$ cat src/rtl/core/vlam_pkg.sv
// Shared types, widths and helper functions of the look-at view matrix block.
// Used by every module under rtl/core; depends on nothing else.

package vlam_pkg;

    localparam int unsigned DW = 32;    // Q16.16 field width
    localparam int unsigned VW = 51;    // width of a vector handed to the normalizer
    localparam int unsigned UW = 18;    // width of a unit vector component
    localparam int unsigned MW = 33;    // multiplier operand width
    localparam int unsigned PW = 2 * MW;

    localparam logic [DW-1:0] Q_ONE = 32'h0001_0000;

    typedef logic signed [DW-1:0] fix_t;
    typedef logic signed [DW:0]   diff_t;
    typedef logic signed [VW-1:0] wide_t;
    typedef logic signed [UW-1:0] unit_t;
    typedef logic signed [MW-1:0] mop_t;
    typedef logic signed [PW-1:0] prod_t;

    // One item as the back end needs it: eye, up and eye minus target.
    typedef struct packed {
        logic [2:0][DW-1:0] eye;
        logic [2:0][DW-1:0] up;
        logic [2:0][DW:0]   d;
    } job_t;

    // One matrix row as it leaves the block.
    typedef struct packed {
        logic [1:0]    row_index;
        logic [DW-1:0] elem0;
        logic [DW-1:0] elem1;
        logic [DW-1:0] elem2;
        logic [DW-1:0] elem3;
        logic          degenerate;
        logic          last_row;
    } row_t;

    // Status of the normalizer toward the sequencer.
    typedef struct packed {
        logic               done;
        logic               deg;
        logic [2:0][UW-1:0] v;
    } norm_res_t;

    function automatic mop_t ext_unit(input logic [UW-1:0] u);
        return {{(MW-UW){u[UW-1]}}, u};
    endfunction

    function automatic mop_t ext_fix(input logic [DW-1:0] f);
        return {{(MW-DW){f[DW-1]}}, f};
    endfunction

    // Operand order of a cross product a x b, one product per step:
    // a1*b2, a2*b1, a2*b0, a0*b2, a0*b1, a1*b0 (odd steps are subtracted).
    function automatic logic [1:0] cross_a_idx(input logic [2:0] k);
        logic [1:0] r;
        unique case (k)
            3'd0:    r = 2'd1;
            3'd1:    r = 2'd2;
            3'd2:    r = 2'd2;
            3'd3:    r = 2'd0;
            3'd4:    r = 2'd0;
            3'd5:    r = 2'd1;
            default: r = 2'd0;
        endcase
        return r;
    endfunction

    function automatic logic [1:0] cross_b_idx(input logic [2:0] k);
        logic [1:0] r;
        unique case (k)
            3'd0:    r = 2'd2;
            3'd1:    r = 2'd1;
            3'd2:    r = 2'd0;
            3'd3:    r = 2'd2;
            3'd4:    r = 2'd1;
            3'd5:    r = 2'd0;
            default: r = 2'd0;
        endcase
        return r;
    endfunction

    // Translation products run row by row, three components per row.
    function automatic logic [1:0] tr_row(input logic [3:0] k);
        logic [1:0] r;
        if (k < 4'd3)
            r = 2'd0;
        else if (k < 4'd6)
            r = 2'd1;
        else
            r = 2'd2;
        return r;
    endfunction

    function automatic logic [1:0] tr_comp(input logic [3:0] k);
        logic [1:0] r;
        unique case (k)
            4'd0, 4'd3, 4'd6: r = 2'd0;
            4'd1, 4'd4, 4'd7: r = 2'd1;
            4'd2, 4'd5, 4'd8: r = 2'd2;
            default:          r = 2'd0;
        endcase
        return r;
    endfunction

    // Negate a Q19.32 dot product, round to Q16.16 with ties upward, saturate.
    function automatic logic [DW-1:0] round_sat(input wide_t acc);
        wide_t                t;
        logic [VW-17:0]       r;
        logic [DW-1:0]        o;
        t = -acc + wide_t'(32768);
        r = t[VW-1:16];
        if (r[VW-17:DW-1] == '0 || r[VW-17:DW-1] == '1)
            o = r[DW-1:0];
        else if (r[VW-17])
            o = 32'h8000_0000;
        else
            o = 32'h7FFF_FFFF;
        return o;
    endfunction

endpackage

$ cat src/rtl/core/vlam_front.sv
// Front end: accepts input items, unpacks them and forms eye minus target.
// Depends on vlam_pkg.

module vlam_front
(
    input  logic                clk,
    input  logic                rst_n,
    input  logic                s_tvalid,
    output logic                s_tready,
    input  logic [287:0]        s_tdata,
    output logic                job_valid,
    input  logic                job_ready,
    output vlam_pkg::job_t      job
);

    logic           valid_reg;
    vlam_pkg::job_t job_reg;
    vlam_pkg::job_t job_in;
    logic           take;

    assign s_tready  = !valid_reg || job_ready;
    assign take      = s_tvalid && s_tready;
    assign job_valid = valid_reg;
    assign job       = job_reg;

    always_comb
    begin
        for (int i = 0; i < 3; i++)
        begin
            job_in.eye[i] = s_tdata[32*i +: 32];
            job_in.up[i]  = s_tdata[32*(6+i) +: 32];
            job_in.d[i]   = {s_tdata[32*i+31], s_tdata[32*i +: 32]}
                          - {s_tdata[32*(3+i)+31], s_tdata[32*(3+i) +: 32]};
        end
    end

    always_ff @(posedge clk or negedge rst_n)
    begin
        if (!rst_n)
            valid_reg <= 1'b0;
        else if (take)
            valid_reg <= 1'b1;
        else if (job_ready)
            valid_reg <= 1'b0;
    end

    always_ff @(posedge clk)
    begin
        if (take)
            job_reg <= job_in;
    end

endmodule

$ cat config.mk
export PLATFORM = sky130hd
export DESIGN_NAME = vlam_front
export DESIGN_NICKNAME = d
export VERILOG_FILES = /design/src/rtl/core/vlam_pkg.sv /design/src/rtl/core/vlam_front.sv
export SDC_FILE = /design/constraint.sdc
export NUM_CORES = 1
export LEC_CHECK = 0
export BUFFER_PORTS_ARGS = -buffer_cell sky130_fd_sc_hd__clkbuf_2
export CAP_MARGIN = 20
export CORE_AREA = 8 8 222 224
export CTS_BUF_LIST = sky130_fd_sc_hd__clkbuf_8
export CTS_CLUSTER_DIAMETER = 30
export DETAILED_ROUTE_END_ITERATION = 8
export DIE_AREA = 0 0 230 232
export GPL_TIMING_DRIVEN = 0
export PLACE_DENSITY = 0.54
export SETUP_SLACK_MARGIN = 0.2
export SYNTH_ARGS = -nofsm -noshare
export SYNTH_HDL_FRONTEND = slang
export SYNTH_SLANG_ARGS = --single-unit
$ cat constraint.sdc
create_clock -name clk -period 8.1 [get_ports clk]
set_input_delay 2.43 -clock clk [delete_from_list [all_inputs] [get_ports clk]]
set_output_delay 2.43 -clock clk [all_outputs]
set_load 0.02 [all_outputs]
==> results.json <==
{
  "outcome": "finished, final reports clean",
  "synth_top_area_share_pct": 61.4,
  "hold_viol": 0,
  "grt_first_pass_wirelength_um": 69400,
  "reg2reg_from": "job_valid$_DFFE_PN0P_",
  "postCtsHoldBufs": 0,
  "setup_tns_ns": 0,
  "min_from": "job_valid$_DFFE_PN0P_",
  "syn_nets": 1501,
  "setup_viol": 0,
  "fin_crit_ns": 5.31,
  "core_um2": 45900,
  "critPathMaxFanout": 3,
  "yosys_warnings": 0,
  "synth_top_area_cell": "edfxtp_1",
  "fmax_mhz": 188,
  "min_to": "job_valid$_DFFE_PN0P_",
  "via_per_inst": 4.62,
  "synth_area_per_cell_um2": 12.8,
  "die_h_um": 232,
  "timing.final.max_slew_violations": 0,
  "crit_top_cell": "clkbuf_2",
  "finalClockSkew_ns": 0.0316,
  "postSynthCellCount": 1110,
  "h-tree-depth": 3,
  "r2r_end": "job[231]$_DFFE_PP_",
  "worst-r2r-setup-slack_ns": 5.97,
  "clock_latency_ns": 0.63,
  "synth_top_flop_cell": "edfxtp_1",
  "min_period_over_period_pct": 65.6,
  "clockRootBuffer": "clkbuf_8",
  "critPathBufInv": 2,
  "antenna_found_initial": 4,
  "die_w_um": 230,
  "initial_core_util_pct": 31.0,
  "worstPathRequired_ns": 5.67,
  "cp_slowest_cell": "nand2b_1",
  "critPathCaptureType": "output port",
  "synth_most_common_cell": "edfxtp_1",
  "ys_types": 76,
  "place_inst": 2306,
  "rsz0062_at_grt": "no",
  "ir_worst_vdd_v": 0.000212,
  "gp_congestion": 0.859,
  "synth-seq-cells": 292,
  "max-cap-violations": 0,
  "grt_pass1_vias": 12000,
  "largest_reg_flops": 291,
  "crit_chain": "clkbuf_2, nand2b_1, clkbuf_2",
  "p_leak_nw": 9.05,
  "drive_gt1_share_pct": 40.6,
  "num_vias": 11400,
  "synth_seq_area_share_pct": 61.5,
  "clockBufferDepth": 3,
  "relSlewSlack_pct": 56.3,
  "cts_setup_buffers": 0,
  "synthArstFlopShare_pct": 0.342,
  "numCtsBuffers": 83,
  "arrival_ns": 2.88,
  "tightestPinTransition_ns": 0.649,
  "numPortBuffers": 584,
  "drt_first_iter_violations": 538,
  "grt_max_degree": 66,
  "criticalPathCategory": "input port to output port",
  "die-area_um2": 53400,
  "drc": 0,
  "cp-start-kind": "input port",
  "drt_pass1_iterations": 5,
  "dp_hpwl_um": 38000,
  "maxUsedRoutingLayer": "met5",
  "p_per_area_nw_per_um2": 244,
  "boundaryPins": 585,
  "synth_edf_count": 291,
  "syn_area_um2": 14200,
  "fillers": 4469,
  "grt_usage_pct": 16.6,
  "multi_input_area_um2": 4930,
  "m1WireLength_um": 18500,
  "hp-class": "flip-flop to flip-flop",
  "wl_met2_um": 23900,
  "regArea_um2": 8760,
  "fin_cells": 2461,
  "fp-row-count": 79,
  "antenna_left": 0,
  "rr_worst_depth": 4,
  "cp_top_family": "buffers and inverters",
  "nNetsFinal": 2175,
  "cts_tree": "yes",
  "wl_um": 46700,
  "wire_per_inst_um": 19.0,
  "ys_top_cells_by_area": "edfxtp_1 (61%), ha_1 (8.4%), a21oi_1 (3.3%), inv_1 (3.2%), xnor2_1 (3.0%)",
  "synth_common_cells": "edfxtp_1 (291), inv_1 (123), ha_1 (96)",
  "grt-ovfl-total": 0,
  "cts_resized": 0,
  "clkSinkCount": 292,
  "dr_wl_met3_um": 3360,
  "holdPathStages": 2,
  "area_growth_pct": 39.5,
  "cts.clk_slew.worst_paths_ns": 0.05,
  "slowest_delay_ns": 0.19
}
-- report_power, final --
group	switching (mW)	internal [mW]	leakage, nW
combinational	0.539	0.315	5.34
clock	0.804	1.33	0.925
sequential	0.0312	1.82	2.78
total	1.37	3.47	9.05
-- area by class of cell --
| type | instances | area share (%) |
|---|---|---|
| Buffer | 19 | 0.416 |
| Clock buffer | 84 | 5.82 |
| Timing Repair Buffer | 589 | 15.4 |
| Antenna cell | 1 | 0.0126 |
| Sequential cell | 292 | 44.1 |
| Inverter | 123 | 2.32 |
| Clock inverter | 70 | 3.28 |
| Tap cell | 607 | 3.82 |
| Multi-Input combinational cell | 676 | 24.8 |
-- through the flow --
step	power [mW]	util [%]	hold WS (ns)	area (um^2)	setup WS, ns
final	4.85	43.3	0.599	19900	2.79
after global routing	5.07	43.3	0.636	19900	2.77
after global placement	2.74	39.1	0.549	17900	-0.271
after floorplan	2.42	-	0.782	14200	1.35
after detailed placement	2.74	39.4	0.583	18100	2.80
after CTS	4.92	43.3	0.599	19900	2.79
-- worst register-to-register path, delay by kind of cell (launching register included) --
family / cells / cell delay [ns]
and+or+nand+nor: 2 / 0.70
DFF: 1 / 0.38
buffers and inverters: 2 / 0.61
-- how the worst max path moves through the flow --
stage	start	cells after the start	end
after CTS	job_ready	3	s_tready
after global placement	job_ready	3	job[164]$_DFFE_PP_
after detailed placement	job_ready	3	s_tready
after global routing	job_ready	3	s_tready
final	job_ready	3	s_tready
after floorplan	job_ready	2	job[0]$_DFFE_PP_
-- layout by cell type (no fill, tap or decap), types with 4 or more instances in the layout --
cell / n
o21bai_1: 12
ha_1: 96
nor2_1: 44
a21oi_1: 94
o21a_1: 10
nand2b_1: 8
o22ai_1: 4
nor3_1: 11
xor2_1: 35
clkbuf_2: 585
bufinv_16: 11
clkbuf_1: 15
o21ai_0: 44
clkinv_2: 13
buf_16: 4
a211o_1: 5
a21o_1: 34
or2_2: 5
o21ai_1: 5
clkbuf_8: 84
a41oi_1: 6
inv_1: 135
a31oi_1: 11
clkinv_1: 14
nor2b_1: 15
a211oi_1: 5
nand2_1: 69
edfxtp_1: 291
nand3_1: 12
clkinvlp_4: 14
inv_6: 4
xnor2_1: 49
o211ai_1: 7
and3_1: 9
nand4_1: 15
-- layer usage --
metal / up-vias / track usage, %
li1: 5501 / -
met1: 5416 / 18.7
met2: 377 / 29.3
met3: 77 / 5.09
met4: 6 / 6.26
met5: - / 0
-- cells by family after synthesis --
family	share of synthesized area [%]
compound gates	13.1
xor+xnor	5.17
fa+ha+maj	8.86
buf+inv	3.82
flops	61.5
mux	0.0703
simple gates	7.42
Power figures use the tool's default switching activity.
