[src/rtl/core/vlam_pkg.sv]
// Shared types, widths and helper functions of the look-at view matrix block.
// Used by every module under rtl/core; depends on nothing else.

package vlam_pkg;

    localparam int unsigned DW = 32;    // Q16.16 field width
    localparam int unsigned VW = 51;    // width of a vector handed to the normalizer
    localparam int unsigned UW = 18;    // width of a unit vector component
    localparam int unsigned MW = 33;    // multiplier operand width
    localparam int unsigned PW = 2 * MW;

    localparam logic [DW-1:0] Q_ONE = 32'h0001_0000;

    typedef logic signed [DW-1:0] fix_t;
    typedef logic signed [DW:0]   diff_t;
    typedef logic signed [VW-1:0] wide_t;
    typedef logic signed [UW-1:0] unit_t;
    typedef logic signed [MW-1:0] mop_t;
    typedef logic signed [PW-1:0] prod_t;

    // One item as the back end needs it: eye, up and eye minus target.
    typedef struct packed {
        logic [2:0][DW-1:0] eye;
        logic [2:0][DW-1:0] up;
        logic [2:0][DW:0]   d;
    } job_t;

    // One matrix row as it leaves the block.
    typedef struct packed {
        logic [1:0]    row_index;
        logic [DW-1:0] elem0;
        logic [DW-1:0] elem1;
        logic [DW-1:0] elem2;
        logic [DW-1:0] elem3;
        logic          degenerate;
        logic          last_row;
    } row_t;

    // Status of the normalizer toward the sequencer.
    typedef struct packed {
        logic               done;
        logic               deg;
        logic [2:0][UW-1:0] v;
    } norm_res_t;

    function automatic mop_t ext_unit(input logic [UW-1:0] u);
        return {{(MW-UW){u[UW-1]}}, u};
    endfunction

    function automatic mop_t ext_fix(input logic [DW-1:0] f);
        return {{(MW-DW){f[DW-1]}}, f};
    endfunction

    // Operand order of a cross product a x b, one product per step:
    // a1*b2, a2*b1, a2*b0, a0*b2, a0*b1, a1*b0 (odd steps are subtracted).
    function automatic logic [1:0] cross_a_idx(input logic [2:0] k);
        logic [1:0] r;
        unique case (k)
            3'd0:    r = 2'd1;
            3'd1:    r = 2'd2;
            3'd2:    r = 2'd2;
            3'd3:    r = 2'd0;
            3'd4:    r = 2'd0;
            3'd5:    r = 2'd1;
            default: r = 2'd0;
        endcase
        return r;
    endfunction

    function automatic logic [1:0] cross_b_idx(input logic [2:0] k);
        logic [1:0] r;
        unique case (k)
            3'd0:    r = 2'd2;
            3'd1:    r = 2'd1;
            3'd2:    r = 2'd0;
            3'd3:    r = 2'd2;
            3'd4:    r = 2'd1;
            3'd5:    r = 2'd0;
            default: r = 2'd0;
        endcase
        return r;
    endfunction

    // Translation products run row by row, three components per row.
    function automatic logic [1:0] tr_row(input logic [3:0] k);
        logic [1:0] r;
        if (k < 4'd3)
            r = 2'd0;
        else if (k < 4'd6)
            r = 2'd1;
        else
            r = 2'd2;
        return r;
    endfunction

    function automatic logic [1:0] tr_comp(input logic [3:0] k);
        logic [1:0] r;
        unique case (k)
            4'd0, 4'd3, 4'd6: r = 2'd0;
            4'd1, 4'd4, 4'd7: r = 2'd1;
            4'd2, 4'd5, 4'd8: r = 2'd2;
            default:          r = 2'd0;
        endcase
        return r;
    endfunction

    // Negate a Q19.32 dot product, round to Q16.16 with ties upward, saturate.
    function automatic logic [DW-1:0] round_sat(input wide_t acc);
        wide_t                t;
        logic [VW-17:0]       r;
        logic [DW-1:0]        o;
        t = -acc + wide_t'(32768);
        r = t[VW-1:16];
        if (r[VW-17:DW-1] == '0 || r[VW-17:DW-1] == '1)
            o = r[DW-1:0];
        else if (r[VW-17])
            o = 32'h8000_0000;
        else
            o = 32'h7FFF_FFFF;
        return o;
    endfunction

endpackage

[src/rtl/core/vlam_fifo.sv]
// Short job queue between the front end and the back end.
// Depends on vlam_pkg for the job type.

module vlam_fifo
#(
    parameter int unsigned DEPTH = 4
)
(
    input  logic           clk,
    input  logic           rst_n,
    input  logic           push,
    output logic           push_ready,
    input  vlam_pkg::job_t push_job,
    output logic           pop_valid,
    input  logic           pop,
    output vlam_pkg::job_t pop_job
);

    localparam int unsigned AW = (DEPTH > 1) ? $clog2(DEPTH) : 1;
    localparam int unsigned CW = $clog2(DEPTH + 1);

    vlam_pkg::job_t mem_reg [DEPTH];
    logic [AW-1:0]  wr_reg;
    logic [AW-1:0]  rd_reg;
    logic [CW-1:0]  count_reg;
    logic           do_push;
    logic           do_pop;

    assign push_ready = count_reg != CW'(DEPTH);
    assign pop_valid  = count_reg != '0;
    assign do_push    = push && push_ready;
    assign do_pop     = pop && pop_valid;
    assign pop_job    = mem_reg[rd_reg];

    always_ff @(posedge clk or negedge rst_n)
    begin
        if (!rst_n)
        begin
            wr_reg    <= '0;
            rd_reg    <= '0;
            count_reg <= '0;
        end
        else
        begin
            if (do_push)
                wr_reg <= (wr_reg == AW'(DEPTH - 1)) ? '0 : wr_reg + 1'b1;
            if (do_pop)
                rd_reg <= (rd_reg == AW'(DEPTH - 1)) ? '0 : rd_reg + 1'b1;
            if (do_push && !do_pop)
                count_reg <= count_reg + 1'b1;
            else if (do_pop && !do_push)
                count_reg <= count_reg - 1'b1;
        end
    end

    always_ff @(posedge clk)
    begin
        if (do_push)
            mem_reg[wr_reg] <= push_job;
    end

endmodule

[config.mk]
export PLATFORM = sky130hd
export DESIGN_NAME = vlam_fifo
export DESIGN_NICKNAME = d
export VERILOG_FILES = /design/src/rtl/core/vlam_pkg.sv /design/src/rtl/core/vlam_fifo.sv
export SDC_FILE = /design/constraint.sdc
export NUM_CORES = 1
export LEC_CHECK = 0
export ABC_AREA = 1
export BUFFER_PORTS_ARGS = -buffer_cell sky130_fd_sc_hd__buf_2
export CORE_ASPECT_RATIO = 1.5
export CORE_MARGIN = 2
export CORE_UTILIZATION = 45
export CTS_CLUSTER_DIAMETER = 120
export CTS_CLUSTER_SIZE = 10
export DETAILED_ROUTE_END_ITERATION = 10
export HOLD_SLACK_MARGIN = 0.12
export PLACE_DENSITY = 0.73
export SYNTH_ARGS = -nofsm -noshare
export SYNTH_HDL_FRONTEND = slang
export SYNTH_SLANG_ARGS = --single-unit
[constraint.sdc]
create_clock -name clk -period 15.79 [get_ports clk]
set_input_delay 1.579 -clock clk [delete_from_list [all_inputs] [get_ports clk]]
set_output_delay 1.579 -clock clk [all_outputs]
set_load 0.03 [all_outputs]
==> summary.md, run 1 <==
| Metric | Value |
|---|---|
| Status | `complete, no violations` |
| Clk sinks | `1171` |
| Vias in the first global route | `26890` |
| Internal power | `0.006699 W` |
| Wire length of the first global-routing pass | `149.4 mm` |
| CP startpoint kind | `register` |
| Synth warn | `0` |
| Seq pwr share | `0.380` |
| Post-layout nets | `4321` |
| CTS tree | `built` |
| Cell area after synthesis | `0.04724 sq mm` |
| Max reg flops | `1164` |
| Worst hold margin | `0.5074 ns` |
| # rows | `145` |
| Core box area | `0.1041 sq mm` |
| CTS Buf Count | `135` |
| Setup violators final | `0` |
| Yosys reg bits | `1171` |
| Die Area | `0.1076 sq mm` |
| Worst EP arrival | `4.91 ns` |
| Worst R2R Path Depth | `7` |
| Setup TNS | `0 ns` |
| Die height | `400.8 um` |
| Clock latency on the worst-skew pair | `0.75 ns` |
| Post-Route WL | `99.51 mm` |
| Initial Util | `0.4536` |
| Top cell type's share of synthesized area | `0.7400` |
| 1st-pass router iterations | `5` |
| Post-synth net total | `3757` |
| Max-slew violation count | `0` |
| Synth area leaders | `edfxtp_1, o211ai_1, nand2_1, inv_1, o211ai_2` |
| Clock root cell | `clkbuf_16` |
| Final Hold Fails | `0` |
| Initial antenna violation count | `47` |
| Power Dens Cells | `205.3 mW/mm^2` |
| Worst Path Max Fanout | `260` |
| CTS H-Tree Depth | `4` |
| Routability Congestion | `0.7782` |
| DR vias | `27520` |
| GRT Overall Usage | `0.1814` |
| IO Pins | `588` |
| DRC | `0` |
| Clock slew at reported path FFs | `0.05 ns` |
| Post-DP HPWL | `60.48 mm` |
| LEAKAGE | `21.47 nW` |
| Post-synth top area cell | `edfxtp_1` |
| Hold buffers post-CTS | `0` |
| Share of layout cells above drive strength 1 | `0.2241` |
| Clock power frac | `0.241` |
| Post-synth top cells | `edfxtp_1, nand2_1, inv_1` |
| RSZ-0062 raised after global routing | `false` |
| Final period utilization | `0.4109` |
| Hold Path Class | `reg -> reg` |
| Post-cts resize count | `0` |
| Fill cells | `8510` |
| Rel. slew slack | `0.2678` |
| Setup bufs post-CTS | `0` |
| Slew at the pin with the worst max-slew slack | `1.098 ns` |
| Pin count of the biggest net entering global routing | `261` |
| Distinct cells, synth | `17` |
| Post-synthesis async set-or-reset flop share | `0.005978` |
| Worst hold stages | `2` |
| Remaining Overflow, GRT | `0` |
| Setup CP Type | `reg -> out` |
| P&R area growth vs syn | `15.79%` |
| Main synth FF type | `edfxtp_1` |
| Post-synth EDFFs | `1164` |
| Tmin final | `6.488 ns` |
| Max clock buf depth | `3` |
| Post-DR vias/cell | `5.044` |
| Count leader, synth | `edfxtp_1` |
| Clock Skew | `0.04229 ns` |
| Die width | `268.5 um` |
| Switching Power | `0.004528 W` |
| Max Clk Rate | `154.1 MHz` |
| Post-DRT Antenna Nets | `0` |
| Post-DR wirelength/cell | `18.24 um` |
| Cells after Synth | `3455` |
| Max Cap Violations | `0` |
| Crit end category | `output pin` |
| Syn Area/Cell | `13.67 sq um` |
| Port Buffers | `587` |
| Logic pwr share | `0.380` |
| Switch share | `0.4033` |
| Maximum vdd drop | `0.2003 mV` |
| Initial drt markers | `1821` |
| Data required time of the critical path | `14.21 ns` |
| Seq/Total Area, Yosys | `0.7437` |
## final timing paths
path | start | endpoint | slack [ns]
setup / recovery | rd_reg[0] | pop_job[15] | 9.30
hold / removal | count_reg[2] | count_reg[2] | 0.51
setup reg to reg | count_reg[0] | mem_reg[3][27] | 11.63
hold reg to reg | count_reg[2] | count_reg[2] | 0.51
max in group asynchronous | rst_n | rd_reg[1] | 14.93
min in group asynchronous | rst_n | wr_reg[0] | 0.66
## placed cells by master, fill, tap and decap left out
master | netlist | layout
nand2_1 | 888 | 888
fa_1 | 1 | 1
dfrtp_1 | 7 | 5
o211ai_1 | 456 | 456
nand3_1 | 7 | 7
o211ai_2 | 126 | 126
o21ai_0 | 1 | 1
buf_2 | 76 | 587
clkinv_8 | 0 | 4
edfxtp_1 | 1164 | 1164
clkinv_16 | 0 | 4
dfrtp_4 | 0 | 2
clkbuf_1 | 37 | 9
inv_8 | 0 | 1
nor2_4 | 0 | 4
inv_6 | 0 | 3
buf_12 | 0 | 5
ha_1 | 6 | 6
clkbuf_16 | 0 | 135
buf_4 | 21 | 30
inv_1 | 596 | 595
inv_16 | 0 | 5
nand4_1 | 1 | 1
diode_2 | 0 | 17
nor2_1 | 6 | 2
xnor2_1 | 1 | 1
## power groups by stage
| stage | clock network, W | logic [W] | registers, W |
|---|---|---|---|
| CTS | 0.00275 | 0.00431 | 0.00426 |
| floorplan | 0 | 0.00320 | 0.00455 |
| detailed placement | 0 | 0.00429 | 0.00432 |
| global placement | 0 | 0.00424 | 0.00430 |
| finish | 0.00270 | 0.00426 | 0.00426 |
| global route | 0.00287 | 0.00462 | 0.00431 |
## layer usage
metal | routed length, um | vias up | GRT usage
met4 | 3441 | 56 | 0.08158
li1 | - | 13140 | -
met5 | 335 | - | 0
met3 | 8614 | 240 | 0.06564
met2 | 50240 | 782 | 0.3102
met1 | 36880 | 13300 | 0.2007
## per-stage QoR
step	std cells	worst slack (ns)	utilization	cell area, sq um	power (W)
after CTS	5438	9.394	0.5248	54650	0.01133
after global placement	5278	10.30	0.4890	50930	0.008541
after floorplan	3455	1.035	-	47240	0.007745
after detailed placement	5278	10.23	0.4890	50930	0.008615
after global routing	5454	8.998	0.5252	54690	0.01180
final	5455	9.302	0.5252	54690	0.01123
## layout make-up
class / instances / area [sq um] / area share
antenna: 17 / 42.54 / 0.0007778
clock buffer: 144 / 3412 / 0.06239
clock inverter: 16 / 311.5 / 0.005696
inverter: 596 / 2245 / 0.04104
multi-input combinational: 1493 / 8536 / 0.1561
sequential: 1171 / 35140 / 0.6424
tap: 1396 / 1747 / 0.03194
timing repair buffer: 622 / 3263 / 0.05966
## critical path, cell delays in order, from the launching register on
cell and delay (ns):
dfrtp_4 0.75, buf_4 0.87, buf_12 0.63, buf_12 0.75, nand2_1 0.13, o211ai_1 0.14
nand2_1 0.13, buf_2 0.20
## kinds of logic after synthesis
family	share of synthesized area
buf+inv	0.07623
fa+ha+maj	0.002013
simple gates	0.07192
compound gates	0.1060
xor+xnor	0.0001855
flops	0.7437
Note: power is estimated with default switching activity, not from simulation.
==> run 2: changes to the inputs <==
PLACE_DENSITY = 0.76   (was 0.73)
clock period = 5.22 ns   (was 15.79 ns; I/O delays follow)
==> run 2 against run 1 <==
Effect of this change:
- sequential power rose to 3.0 times the previous value
- clock skew down 0.0051 ns
- final area up 6.2%
- die area unchanged
- count of clock-buffer cells in the layout up 3
- first-iteration DRC count up 40%
- wire length up 13%
- worst hold slack worse by 0.32 ns
- register-to-register slack worse by 9.0 ns
- sequential share of layout area down 3.8 points
- non-clock buffer count up 318
- combinational power rose to 3.2 times the previous value
==> summary.md, run 2 (synthesis results as in run 1) <==
| Metric | Value |
|---|---|
| Status | `complete, no violations (unchanged)` |
| Worst Path Max Fanout | `114 (was 260)` |
| Cell count after placement | `5302 (was 5278)` |
| Clock root cell | `clkbuf_16 (unchanged)` |
| Die height | `400.8 um (unchanged)` |
| Port Buffers | `587 (unchanged)` |
| CTS tree | `built (unchanged)` |
| Remaining Overflow, GRT | `0 (unchanged)` |
| Commonest non-fill, non-tap cells in the layout | `edfxtp_1, nand2_1, inv_1, buf_2, o211ai_1 (unchanged)` |
| Clock slew at reported path FFs | `0.05 ns (about the same)` |
| Crit end category | `output pin (unchanged)` |
| Post-DR vias/cell | `5.149 (was 5.044)` |
| Rel. slew slack | `0.2903 (was 0.2678)` |
| Wire length of the first global-routing pass | `169.5 mm (was 149.4 mm)` |
| Clock latency on the worst-skew pair | `0.74 ns (was 0.75 ns)` |
| Final period utilization | `0.7271` |
| Power Dens Cells | `599.4 mW/mm^2 (was 205.3 mW/mm^2)` |
| Routability Congestion | `0.7995 (was 0.7782)` |
| Initial antenna violation count | `27 (was 47)` |
| Die Area | `0.1076 sq mm (unchanged)` |
| Post-DR wirelength/cell | `19.47 um (was 18.24 um)` |
| Pin count of the biggest net entering global routing | `142 (was 261)` |
| GRT Overall Usage | `0.2039 (was 0.1814)` |
| Die width | `268.5 um (unchanged)` |
| Worst slack at placement | `2.202 ns (was 10.23 ns)` |
| DR vias | `29770 (was 27520)` |
| Max Cap Violations | `0 (unchanged)` |
| Setup CP Type | `reg -> out (unchanged)` |
| Non-filler cells, final | `5783 (was 5455)` |
| CP startpoint kind | `register (unchanged)` |
| Post-layout nets | `4639 (was 4321)` |
| Initial Util | `0.4536 (unchanged)` |
| Tmin final | `3.796 ns` |
| Share of layout cells above drive strength 1 | `0.2141 (was 0.2241)` |
| Maximum vdd drop | `0.5272 mV (was 0.2003 mV)` |
| Max clock buf depth | `3 (unchanged)` |
| Worst EP arrival | `3.27 ns (was 4.91 ns)` |
| IO Pins | `588 (unchanged)` |
| DRC | `0 (unchanged)` |
| Commonest non-fill, non-tap cell in the layout | `edfxtp_1 (unchanged)` |
| CTS H-Tree Depth | `4 (unchanged)` |
| RSZ-0062 raised after global routing | `false (unchanged)` |
| 1st-pass router iterations | `6 (was 5)` |
| Post-cts resize count | `0 (unchanged)` |
| Final setup margin | `1.424 ns (was 9.302 ns)` |
| Max Clk Rate | `263.5 MHz` |
| Hold Path Class | `in -> async (was reg -> reg)` |
| Post-DRT Antenna Nets | `0 (unchanged)` |
| Core box area | `0.1041 sq mm (unchanged)` |
| Data required time of the critical path | `4.70 ns (was 14.21 ns)` |
| Post-DP HPWL | `65.36 mm (was 60.48 mm)` |
| Setup violators final | `0 (unchanged)` |
| Max reg flops | `1164 (unchanged)` |
| Clk sinks | `1171 (unchanged)` |
| Hold buffers post-CTS | `294 (was 0)` |
| Final Hold Fails | `0 (unchanged)` |
| # rows | `145 (unchanged)` |
| Post-Route WL | `112.6 mm (was 99.51 mm)` |
| Slew at the pin with the worst max-slew slack | `1.065 ns (was 1.098 ns)` |
| CTS Buf Count | `135 (unchanged)` |
| Initial drt markers | `2554 (was 1821)` |
| P&R area growth vs syn | `23.01% (was 15.79%)` |
| Clock Skew | `0.03720 ns (was 0.04229 ns)` |
| Setup bufs post-CTS | `0 (unchanged)` |
| Max-slew violation count | `0 (unchanged)` |
| Fill cells | `7859 (was 8510)` |
| Vias in the first global route | `30600 (was 26890)` |
| LEAKAGE | `22.90 nW (was 21.47 nW)` |
## run 2: report_power, final
part | total [W] | internal, W | switching [W]
clock network | 0.00832 | 0.00471 | 0.00361
logic | 0.0136 | 0.00357 | 0.0100
registers | 0.0129 | 0.0123 | 0.000584
total | 0.0348 | 0.0206 | 0.0142
## run 2: critical path, cell delays in order (launching register included)
cell,delay (ns)
dfrtp_4,0.71
inv_8,0.73
buf_4,0.46
o211ai_1,0.14
nand2_1,0.15
buf_2,0.22
## run 2: area by class of cell
cell class / instances / area [sq um] / area share
Sequential cell: 1171 / 35140 / 0.6047
Inverter: 596 / 2245 / 0.03863
Timing Repair Buffer: 940 / 6599 / 0.1136
Antenna cell: 24 / 60.06 / 0.001034
Tap cell: 1396 / 1747 / 0.03006
Clock buffer: 147 / 3445 / 0.05928
Clock inverter: 16 / 309.0 / 0.005319
Multi-Input combinational cell: 1493 / 8564 / 0.1474
## run 2: worst paths after layout
kind	start	end	slack, ns	cells past startpoint
max	rd_reg[1]	pop_job[286]	1.42	5
min	rst_n	rd_reg[1]	0.19	2
max reg2reg	count_reg[0]	mem_reg[0][49]	2.68	5
min reg2reg	wr_reg[1]	wr_reg[1]	0.55	2
max in group asynchronous	rst_n	rd_reg[0]	4.85	2
min in group clk	push_job[288]	mem_reg[0][288]	0.53	2
## run 2: metrics by stage
step / utilization / cell area (sq um) / setup TNS, ns / hold WS (ns) / total power (W)
5_1_grt: 0.5580 / 58100 / 0 / 0.1663 / 0.03644
4_1_cts: 0.5574 / 58040 / 0 / 0.1223 / 0.03489
6_report: 0.5580 / 58100 / 0 / 0.1864 / 0.03483
2_1_floorplan: - / 47290 / -259.63 / 0.2264 / 0.02279
3_5_place_dp: 0.4931 / 51350 / 0 / 0.3741 / 0.02639
3_3_place_gp: 0.4931 / 51350 / 0 / 0.3714 / 0.02613
## run 2: metal layers
layer	routed length, um	GRT usage	part of all wire
met1	41460	0.2295	0.37
met2	57170	0.3475	0.51
met3	9144	0.05839	0.081
met4	4761	0.1090	0.042
met5	40	0	0.00036
